**config.mk**
```make
export PLATFORM = sky130hd
export DESIGN_NAME = srb_front
export DESIGN_NICKNAME = d
export VERILOG_FILES = /design/src/sv/srb_pkg.sv /design/src/sv/srb_front.sv
export SDC_FILE = /design/constraint.sdc
export NUM_CORES = 1
export LEC_CHECK = 0
export ABC_AREA = 1
export BUFFER_PORTS_ARGS = -buffer_cell sky130_fd_sc_hd__buf_2
export CAP_MARGIN = 20
export CORE_ASPECT_RATIO = 1.5
export CORE_UTILIZATION = 47
export CTS_CLUSTER_SIZE = 28
export DETAILED_ROUTE_END_ITERATION = 7
export PLACE_DENSITY_LB_ADDON = 0.05
export RECOVER_POWER = 100
export SYNTH_ARGS = -nofsm -noshare
export SYNTH_HDL_FRONTEND = slang
export SYNTH_SLANG_ARGS = --single-unit
export TNS_END_PERCENT = 10
```
**constraint.sdc**
```tcl
create_clock -name clk -period 4.1 [get_ports clk]
set_clock_uncertainty 0.15 [all_clocks]
set_input_delay 0.41 -clock clk [delete_from_list [all_inputs] [get_ports clk]]
set_output_delay 0.41 -clock clk [all_outputs]
set_load 0.02 [all_outputs]
```
**src/sv/srb_pkg.sv**
```systemverilog
package srb_pkg;

    localparam int DEPTH      = 64;
    localparam int IDX_W      = $clog2(DEPTH);
    localparam int MAX_PACKET = 2048;
    localparam int SEQ_W      = 32;
    localparam int LEN_W      = 12;
    localparam int WIN_W      = 7;
    localparam int CFG_W      = 32;

    localparam logic [WIN_W-1:0] WINDOW_RESET = WIN_W'(64);

    // opcodes
    localparam logic OP_ARRIVE = 1'b0;
    localparam logic OP_TAKE   = 1'b1;

    // register indexes
    localparam logic REG_START_SEQUENCE  = 1'b0;
    localparam logic REG_PREFETCH_WINDOW = 1'b1;

    // result status codes
    localparam logic [2:0] ST_STORED    = 3'd0;
    localparam logic [2:0] ST_DROPPED   = 3'd1;
    localparam logic [2:0] ST_REQUEST   = 3'd2;
    localparam logic [2:0] ST_DELIVERED = 3'd3;
    localparam logic [2:0] ST_NOT_READY = 3'd4;

    typedef struct packed {
        logic              opcode;
        logic [SEQ_W-1:0]  arrival_sequence;
        logic [31:0]       packet_handle;
        logic [LEN_W-1:0]  packet_length;
    } in_item_t;

    typedef struct packed {
        logic [2:0]        status;
        logic [SEQ_W-1:0]  delivered_sequence;
        logic [31:0]       delivered_handle;
        logic [LEN_W-1:0]  delivered_length;
        logic [SEQ_W-1:0]  request_first;
        logic [SEQ_W:0]    request_end;
    } out_item_t;

    // classified item passed from front to back
    typedef struct packed {
        logic              opcode;
        logic              bad_length;
        logic [SEQ_W-1:0]  arrival_sequence;
        logic [31:0]       packet_handle;
        logic [LEN_W-1:0]  packet_length;
    } q_item_t;

    typedef struct packed {
        logic [SEQ_W-1:0]  sequence_num;
        logic [31:0]       handle;
        logic [LEN_W-1:0]  length;
    } slot_t;

    typedef enum logic [1:0] {
        S_IDLE = 2'b01,
        S_EXEC = 2'b10
    } back_state_t;

endpackage

```
**src/sv/srb_front.sv**
```systemverilog
module srb_front
    import srb_pkg::*;
(
    input  logic     clk,
    input  logic     rst_n,
    input  logic     in_valid,
    output logic     in_stall,
    input  in_item_t in_data,
    output logic     q_valid,
    output q_item_t  q_item,
    input  logic     q_pop
);

    q_item_t    ents_reg [2];
    logic       wr_ptr_reg;
    logic       rd_ptr_reg;
    logic [1:0] count_reg;
    logic       push;
    q_item_t    cls;

    // length check done up front so the back only sees a flag
    always_comb
    begin
        cls.opcode           = in_data.opcode;
        cls.bad_length       = (in_data.packet_length == '0) ||
                               (in_data.packet_length > LEN_W'(MAX_PACKET));
        cls.arrival_sequence = in_data.arrival_sequence;
        cls.packet_handle    = in_data.packet_handle;
        cls.packet_length    = in_data.packet_length;
    end

    assign in_stall = (count_reg == 2'd2);
    assign push     = in_valid && !in_stall;
    assign q_valid  = (count_reg != 2'd0);
    assign q_item   = ents_reg[rd_ptr_reg];

    always_ff @(posedge clk)
    begin
        if (push)
        begin
            ents_reg[wr_ptr_reg] <= cls;
        end
    end

    always_ff @(posedge clk or negedge rst_n)
    begin
        if (!rst_n)
        begin
            wr_ptr_reg <= 1'b0;
            rd_ptr_reg <= 1'b0;
            count_reg  <= 2'd0;
        end
        else
        begin
            if (push)
            begin
                wr_ptr_reg <= !wr_ptr_reg;
            end
            if (q_pop)
            begin
                rd_ptr_reg <= !rd_ptr_reg;
            end
            case ({push, q_pop})
                2'b10:   count_reg <= count_reg + 2'd1;
                2'b01:   count_reg <= count_reg - 2'd1;
                default: count_reg <= count_reg;
            endcase
        end
    end

endmodule

```
==> After elaboration in Yosys (flattened, before gate mapping) <==
Memories as Yosys holds them, arrays and structs flattened.
Cells that the tools add are included.
{ "word_totals": {"register_bits": 4, "latchBits": 0, "ram_bits": 156, "rom_bits": 0, "input_bits": 81, "output_inout_bits": 80, "elab_cells": 21, "memories": 1} }
{ "classes": {"add_sub_neg": 2, "multipliers": 0, "div_mod_pow": 0, "n_lt_le_gt_ge": 1, "n_eq_ne": 3, "n_shift": 0, "muxes": 3, "bitwise_logic": 0, "n_reduce_logical": 8} }
{ "memory_table": {"columns": ["name", "depth", "word_bits", "read_ports", "rd_clocked_by_memory_dff", "write_ports", "line", "rtl"], "rows": [
  ["ents_reg", 2, 78, 1, 0, 1, "srb_front.sv:14", "q_item_t ents_reg [2];"]
]} }
{ "ops": {"columns": ["cell", "count"], "rows": [
  ["> comparator 12 bit, second input constant", 1],
  ["logical NOT 12 bit", 1],
  ["== test 2 bit, second input constant", 2],
  ["one-hot mux 2 bit (2 select lines)", 1],
  ["nonzero test 2 bit", 2],
  ["logical NOT 1 bit", 3],
  ["adder 2 x 1 -> 2 bit, second input constant", 1],
  ["== test 2 x 1 -> 1 bit, second input constant", 1],
  ["two-way mux 1 bit", 2],
  ["subtractor 2 x 1 -> 2 bit, second input constant", 1],
  ["logical AND 1 bit", 1],
  ["logical OR 1 bit", 1]
]} }

==> Depth between registers and ports, before layout <==
Gate-level depths: netlist of run 1.
{ "depth": {"ltp_word": 5, "mapped_depth": 6, "depth_no_buf": 6} }

==> Worst setup path after synthesis of run 1 <==
No wires, ideal clock.
{ "synth_path": {"path_type": "reg-to-reg", "start": "reg count_reg[1]", "end": "mem ents_reg[0][0] (netlist name), enable pin", "setup_ns": 0.515, "arrival_ns": 3.812, "path_slack_ns": -0.377, "stages_incl_launch_ff": 4, "n_path_buf": 0, "synth_period_minus_slack_ns": 4.477, "cell_sequence": "dfrtp_1 inv_1 o21ai_2 nor2_1"} }
{ "synth_between": {"elab_chain_cells": 5} }
{ "synth_lines": {"columns": ["element", "line", "rtl"], "rows": [
  ["from (decl)", "srb_front.sv:17", "logic [1:0] count_reg;"],
  ["from (signal assigned)", "srb_front.sv:64", "2'b10: count_reg <= count_reg + 2'd1;"],
  ["from (signal assigned)", "srb_front.sv:65", "2'b01: count_reg <= count_reg - 2'd1;"],
  ["from (signal assigned)", "srb_front.sv:66", "default: count_reg <= count_reg;"],
  ["== test 2 bit", "srb_front.sv:32", "assign in_stall = (count_reg == 2'd2);"],
  ["logical NOT 1 bit", "srb_front.sv:33", "assign push = in_valid && !in_stall;"],
  ["logical AND 1 bit", "srb_front.sv:33", null],
  ["two-way mux 1 bit", "srb_front.sv:39", "if (push)"],
  ["two-way mux 1 bit (not written as such)", "srb_front.sv:41", "ents_reg[wr_ptr_reg] <= cls;"],
  ["to (decl)", "srb_front.sv:14", null]
]} }
No other way between the ends.

==> out/results.txt, run 1 <==
top-count cell post-synth: edfxtp_1
cell taking the most area after synthesis: edfxtp_1
sequential share of power: 43.7%
routed wire length: 10300 um
largest cells by area after synthesis: edfxtp_1 (79%), mux2_2 (13%), mux2_4 (2.5%)
Rel. slew slack: 37.7%
maximum VDD drop: 0.351 mV
diode count: 0
unrepaired setup endpoints after global routing: no
Num Clock Sinks: 160
Final Hold Viols: 0
Post-Route M1 WL: 3820 um
Sequential Area: 0.00479 mm2
root buf cell: clkbuf_16
Synth Area per Inst: 21.3 um2
routed length per placed instance: 16.7 um
GRT Residual Overflow: 0
Cell Area, Synth: 0.00592 mm2
vias in the first global route: 3251
placed cells: 587
crit path launch: rd_ptr_reg
Finished Layout Cells: 620
share of the synthesized area in the top cell type: 79.1%
Area Growth Syn to Fin: 23.4%
synth warn: 0
# Max-Cap Violations: 0
multi-input logic area: 0.00105 mm2
first-pass GRT wire length: 15900 um
antenna violations before repair: 1
post-synth cell types: 17
hold crit path type: input port to register
Switching Share: 32.6%
arrival time of the worst setup path: 2.04 ns
CTS tree: done
final-layout fill cell count: 1040
number of flip-flops in the largest register: 156
Final Wtd Congestion: 0.682
Die X: 93.7 um
Cells after Synth: 278
First-pass DRT Iterations: 4
Worst EP required: 3.54 ns
DR DRC count: 0
Fmax: 385 MHz
Port Buffers: 160
kind of start point of the critical path: register
Clock Latency Late Sink: 0.40 ns
worst r2r path cells: 5
DIE HEIGHT: 139 um
Period minus WS final: 2.60 ns
num ports: 161
FF-to-FF Start: count_reg[0]
drt initial violations: 167
crit path capture type: primary output
# setup viols final: 0
Reg clk slew, reported paths: 0.06 ns
top routing layer used: met5
Starting Density: 48.8%
Final HPWL DP: 6660 um
row cnt: 49
status: complete, no violations
DRT antenna net count: 0
Sw Pwr: 1.78 mW
Worst-Margin Slew: 0.924 ns
Post-Syn Nets: 360
postcts setup bufs: 0
share of cells above drive strength 1: 33.0%
htree depth: 4
All-Layer GR Usage: 16.7%
Post-synth top cells: edfxtp_1 (156), mux2_2 (68), mux2_4 (10), nor2_1 (9), nand2_1 (7)
post-CTS sizing: 0
asr flop ratio synth: 2.50%
synthesized flop and latch total: 160
top_reg_cell synth: edfxtp_1
maximum buffer depth of the clock tree: 2
CP Max Fanout: 48
CP Class: register to primary output
HP Start: in_data[75]
fin. max-slew vios: 0
pin count of the biggest net entering global routing: 49
die area: 0.0131 mm2
via/cell ratio: 4.94
DR vias: 3060
Final period util: 63.4%
Clock power frac: 26.0%
Design Area, Final: 0.00731 mm2
CTS Buf Count: 17
R2R Setup Slk: 1.90 ns
hold depth: 1
Layout Nets: 536
register area share after synthesis: 80.8%
metal2 WL: 5670 um
DP Area: 0.00693 mm2
PwrDens: 746 mW/mm2
leakage power: 2.52 nW
number of synthesized flops with an enable pin: 156
Hold Crit Endpoint: ents_reg[0][75]
routed wl met3: 717 um
Core ar.: 0.0121 mm2
Overall Power: 5.45 mW
Cell Int Power: 3.67 mW
Gate power share: 30.3%
Critical R2R Capture: count_reg[1]
[cells in the final DEF, fill, tap and decap left out, drive strengths merged, types with 3 or more instances in the layout]
cell type	count
nor2	9
mux2	78
nand2	7
edfxtp	156
clkinv	6
clkbuf	135
buf	52
clkinvlp	3
xor2	3
dfrtp	4
inv	5
[worst max-delay path, cell delays in order, from the launching register on]
cell and delay (ns):
dfrtp_4 0.73, buf_16 0.32, mux2_2 0.39, clkbuf_1 0.18
[repair_timing]
| action | CTS | global route |
|---|---|---|
| hold buffers | 1 | 0 |
| endpoints found under the setup margin | 0 | 0 |
| endpoints found under the hold margin | 4 | 0 |
[final cells by class]
| type | count | area share (%) |
|---|---|---|
| sequential | 160 | 65.5 |
| multi-input combinational | 104 | 14.3 |
| timing repair buffer | 166 | 9.95 |
| clock buffer | 22 | 6.08 |
| tap | 153 | 2.62 |
| clock inverter | 10 | 1.23 |
| inverter | 5 | 0.257 |
[worst max path at each step]
| stage | endpoint | slack [ns] |
|---|---|---|
| after floorplan | ents_reg[0][0] | -0.38 |
| after detailed placement | q_item[76] | 1.88 |
| after global placement | q_item[76] | 1.69 |
| after global routing | q_item[43] | 1.38 |
| final | q_item[43] | 1.50 |
| after CTS | q_item[76] | 1.44 |
[kinds of logic after synthesis]
group	Yosys count	synth area share [%]
DFF	160	80.8
xor gates and xnor gates	4	0.592
muxes	78	15.5
and+or+nand+nor	19	1.31
adders and majority gates	1	0.211
buffers and inverters	14	1.39
AOI/OAI and AO/OA	2	0.232
[routing by layer]
metal	global-route usage, %	up-vias
met5	0	-
met4	6.96	2
met3	6.89	12
met2	29.8	115
met1	16.8	1495
li1	-	1436
[power groups by stage]
stage	logic [mW]	clock network (mW)	registers [mW]
final	1.65	1.42	2.38
after global routing	1.77	1.51	2.42
after CTS	1.80	1.45	2.40
after global placement	1.67	0	2.51
after detailed placement	1.79	0	2.43
after floorplan	1.31	0	2.37
[metrics by stage]
| step | setup TNS [ns] | utilization, % | hold slack (ns) | setup WS [ns] |
|---|---|---|---|---|
| after floorplan | -58.75 | - | -0.0356 | -0.377 |
| after global placement | 0 | 56.8 | 0.0691 | 1.69 |
| after detailed placement | 0 | 57.1 | 0.0708 | 1.88 |
| after CTS | 0 | 61.5 | 0.0169 | 1.44 |
| after global routing | 0 | 60.2 | 0.0114 | 1.38 |
| final | 0 | 60.2 | 0.0355 | 1.50 |
(Power assumes the default switching activity.)
==> inputs of run 2 (changes only) <==
clock period = 2.2 ns   (was 4.1 ns; I/O delays follow)
==> run 2 against run 1 <==
Clock power rose by 89%. Worst setup slack got worse by 1.3 ns. Critical path type unchanged. Combinational power is 100% higher. Register-to-register slack got worse by 1.7 ns. Critical path depth stayed put. Worst hold slack better by 0.032 ns. Largest power group unchanged. Critical endpoint is now q_item[28]. Clock-buffer cell count shrank 4. Cell area grew 11%.
==> out/results.txt, run 2 (synthesis results as in run 1) <==
via/cell ratio: 4.81
share of cells above drive strength 1: 26.4%
htree depth: 4
routed length per placed instance: 15.5 um
placed cells: 589
diode count: 0
Worst-Margin Slew: 0.742 ns
Period minus WS final: 2.03 ns
CP cell instances: buf_4 -> mux2_2 -> clkbuf_1
Clock power frac: 25.8%
delay-heaviest family, CP: flip-flops
final-layout fill cell count: 955
Area Growth Syn to Fin: 37.2%
CP peak stage delay: 0.46 ns
Cell Int Power: 7.00 mW
Final Wtd Congestion: 0.688
Core ar.: 0.0121 mm2
most frequent cells in the layout: edfxtp_1 (156), clkbuf_1 (132), dlygate4sd3_1 (80), mux2_2 (67), buf_2 (29)
Switching Share: 32.6%
CP max stage cell: dfrtp_4
vias in the first global route: 3665
Reg clk slew, reported paths: 0.06 ns
root buf cell: clkbuf_16
pin count of the biggest net entering global routing: 41
die area: 0.0131 mm2
sequential share of power: 41.9%
maximum buffer depth of the clock tree: 2
Fmax: 493 MHz
number of flip-flops in the largest register: 156
First-pass DRT Iterations: 4
Sw Pwr: 3.39 mW
drt initial violations: 103
DR DRC count: 0
first-pass GRT wire length: 17500 um
hold crit path type: input port to asynchronous set/reset pin
CTS Buf Count: 17
Rel. slew slack: 50.6%
row cnt: 49
antenna violations before repair: 0
Critical path buffers and inverters: 2
Die X: 93.7 um
PwrDens: 1280 mW/mm2
leakage power: 2.84 nW
crit path capture type: primary output
# setup viols final: 0
Port Buffers: 160
num ports: 161
DIE HEIGHT: 139 um
DR vias: 3379
CP Max Fanout: 14
GRT Residual Overflow: 0
maximum VDD drop: 0.902 mV
routed wire length: 10900 um
Clock Latency Late Sink: 0.40 ns
unrepaired setup endpoints after global routing: no
Finished Layout Cells: 702
final setup margin: 0.170 ns
Final Hold Viols: 0
status: complete, no violations
kind of start point of the critical path: register
R2R Setup Slk: 0.24 ns
Layout Nets: 618
most common cell after layout, fill and taps aside: edfxtp_1
arrival time of the worst setup path: 1.66 ns
All-Layer GR Usage: 17.9%
Worst EP required: 1.83 ns
CP Class: register to primary output
CTS tree: done
worst r2r path cells: 4
post-CTS sizing: 0
Gate power share: 32.3%
Starting Density: 48.8%
Num Clock Sinks: 160
pre-CTS setup slack: 0.414 ns
Critical R2R Capture: ents_reg[1][31]
# Max-Cap Violations: 0
FF-to-FF Start: count_reg[1]
Final period util: 92.3%
Final HPWL DP: 6950 um
DRT antenna net count: 0
fin. max-slew vios: 0
## run 2: stage by stage
stage | util [%] | setup TNS (ns) | total power, mW | hold slack, ns | cell area [um2]
2_1_floorplan | - | -10.27 | 6.82 | -0.226 | 5950
3_3_place_gp | 57.6 | 0 | 7.93 | -0.113 | 6990
3_5_place_dp | 57.6 | 0 | 7.97 | -0.115 | 6990
4_1_cts | 68.8 | 0 | 10.8 | 0.00470 | 8350
5_1_grt | 66.9 | 0 | 10.9 | 0.0703 | 8130
6_report | 66.9 | 0 | 10.4 | 0.0672 | 8130
## run 2: power groups by stage
stage                     sequential (mW)  clock (mW)  combinational, mW
after floorplan                      4.36           0               2.47
after global placement               4.44           0               3.50
after detailed placement             4.48           0               3.49
after CTS                            4.36        2.75               3.69
after global routing                 4.41        2.88               3.60
final                                4.35        2.68               3.36
## run 2: cell type report
class	count	area, um2	share of cell area [%]
clock buffers	18	429	5.28
clock inverters	14	118	1.45
inverters	5	18.8	0.231
multi-input cells	104	1060	13.1
flip-flops and latches	160	4790	58.9
well taps	153	191	2.36
repair buffers	248	1520	18.7
## run 2: how the worst max path moves through the flow
| stage | from | end | cells past startpoint |
|---|---|---|---|
| 3_5_place_dp | rd_ptr_reg | q_item[43] | 3 |
| 5_1_grt | rd_ptr_reg | q_item[16] | 3 |
| 6_report | rd_ptr_reg | q_item[28] | 3 |
| 3_3_place_gp | rd_ptr_reg | q_item[43] | 3 |
| 2_1_floorplan | count_reg[1] | ents_reg[0][0] | 3 |
| 4_1_cts | rd_ptr_reg | q_item[16] | 3 |
## run 2: layer usage
layer  up-vias  wire, um  GRT usage, %
met3        17       657          5.41
met2       124      5830          32.4
met5         -         0             0
met1      1644      4180          19.2
li1       1594         -             -
met4         0       222          7.04
## run 2: repair_timing
| action | CTS | global route |
|---|---|---|
| hold buffers | 80 | 0 |
| buffers inserted | 1 | 0 |
| endpoints found under the setup margin | 13 | 0 |
| endpoints found under the hold margin | 160 | 0 |
==> inputs of run 3 (changes only) <==
RECOVER_POWER = 25   (was 100)
==> run 3 against run 2 <==
Routed wire length increased by 0.68%. Die area unchanged. Non-clock buffer count unchanged. Cell count unchanged. Largest power group unchanged. Largest cell class unchanged. Clock-buffer cell count unchanged. Total power increased by 2.4%.
==> out/results.txt, run 3 (synthesis results as in run 1) <==
Worst-Margin Slew: 0.384 ns
Sw Pwr: 3.39 mW
Final TNS setup: 0 ns
diode count: 0
GRT Residual Overflow: 0
Area Growth Syn to Fin: 40.3%
All-Layer GR Usage: 17.9%
maximum buffer depth of the clock tree: 2
root buf cell: clkbuf_16
Critical R2R Capture: count_reg[1]
Cell Int Power: 7.24 mW
First-pass DRT Iterations: 4
CP cell instances: buf_4 -> mux2_2 -> buf_2
Final Hold Viols: 0
Rel. slew slack: 74.4%
final-layout fill cell count: 906
Clock Latency Late Sink: 0.40 ns
CP peak stage delay: 0.46 ns
Layout Nets: 618
fin. max-slew vios: 0
Sequential Area: 0.00479 mm2
Critical path buffers and inverters: 2
crit path capture type: primary output
first-pass GRT wire length: 17500 um
Core ar.: 0.0121 mm2
CTS Buf Count: 17
via/cell ratio: 4.81
FF-to-FF Start: count_reg[0]
PwrDens: 1280 mW/mm2
vias in the first global route: 3665
Fmax: 495 MHz
leakage power: 3.13 nW
Port Buffers: 160
pin count of the biggest net entering global routing: 41
arrival time of the worst setup path: 1.65 ns
Clock power frac: 25.2%
most common cell after layout, fill and taps aside: edfxtp_1
Final Wtd Congestion: 0.688
DR vias: 3375
Core Util, Final: 68.5%
placed cells: 589
CTS tree: done
Finished Layout Cells: 702
htree depth: 4
row cnt: 49
kind of start point of the critical path: register
Num Clock Sinks: 160
CP max stage cell: dfrtp_4
delay-heaviest family, CP: flip-flops
hold crit path type: input port to asynchronous set/reset pin
DRT antenna net count: 0
routed wire length: 11000 um
number of flip-flops in the largest register: 156
Final period util: 91.8%
DIE HEIGHT: 139 um
Die X: 93.7 um
Period minus WS final: 2.02 ns
most frequent cells in the layout: edfxtp_1 (156), buf_2 (130), dlygate4sd3_1 (80), mux2_2 (68), clkbuf_1 (31)
drt initial violations: 104
final setup margin: 0.180 ns
Final HPWL DP: 6950 um
multi-input logic area: 0.00108 mm2
antenna violations before repair: 0
routed length per placed instance: 15.6 um
maximum VDD drop: 0.920 mV
R2R Setup Slk: 0.55 ns
worst r2r path cells: 5
share of cells above drive strength 1: 45.7%
Switching Share: 31.9%
Reg clk slew, reported paths: 0.06 ns
status: complete, no violations
CP Class: register to primary output
sequential share of power: 40.9%
unrepaired setup endpoints after global routing: no
Gate power share: 34.0%
die area: 0.0131 mm2
num ports: 161
# Max-Cap Violations: 0
Overall Power: 10.6 mW
# setup viols final: 0
CP Max Fanout: 14
DR DRC count: 0
Worst EP required: 1.83 ns
pre-CTS setup slack: 0.414 ns
Starting Density: 48.8%
[run 3: timing repair]
action	in CTS	in global routing
resized for setup	0	0
endpoints found under the hold margin	160	0
setup endpoints to repair	13	0
buffers inserted	1	0
hold buffers	80	0
[run 3: power by group through the flow]
stage,clock network [mW],logic (mW),registers [mW]
6_report,2.68,3.61,4.35
5_1_grt,2.88,3.86,4.40
4_1_cts,2.75,3.69,4.36
3_5_place_dp,0,3.49,4.48
3_3_place_gp,0,3.50,4.44
2_1_floorplan,0,2.47,4.36
[run 3: worst max-delay path by stage]
stage / startpoint / end / slack (ns) / depth (start not counted)
after CTS: rd_ptr_reg / q_item[16] / 0.15 / 3
after detailed placement: rd_ptr_reg / q_item[43] / 0.41 / 3
after global placement: rd_ptr_reg / q_item[43] / 0.42 / 3
final: rd_ptr_reg / q_item[16] / 0.18 / 3
after floorplan: count_reg[1] / ents_reg[0][0] / -0.08 / 3
after global routing: rd_ptr_reg / q_item[16] / 0.11 / 3
[run 3: final cells by class]
cell class	count	share of cell area (%)
Sequential cell	160	57.6
Timing Repair Buffer	248	20.3
Multi-Input combinational cell	104	13.0
Clock buffer	18	5.16
Tap cell	153	2.30
Clock inverter	14	1.42
Inverter	5	0.226
[run 3: metal layers]
metal	global-route usage [%]	up-vias	share of wire, %
met4	7.04	0	2.0
met5	0	-	0
met1	19.2	1647	38
met2	32.4	115	54
li1	-	1596	-
met3	5.41	17	5.5
[run 3: stage by stage]
stage | hold slack, ns | area (um2)
after CTS | 0.00470 | 8350
after detailed placement | -0.115 | 6990
after floorplan | -0.226 | 5950
after global placement | -0.113 | 6990
final | 0.0659 | 8310
after global routing | 0.0702 | 8310
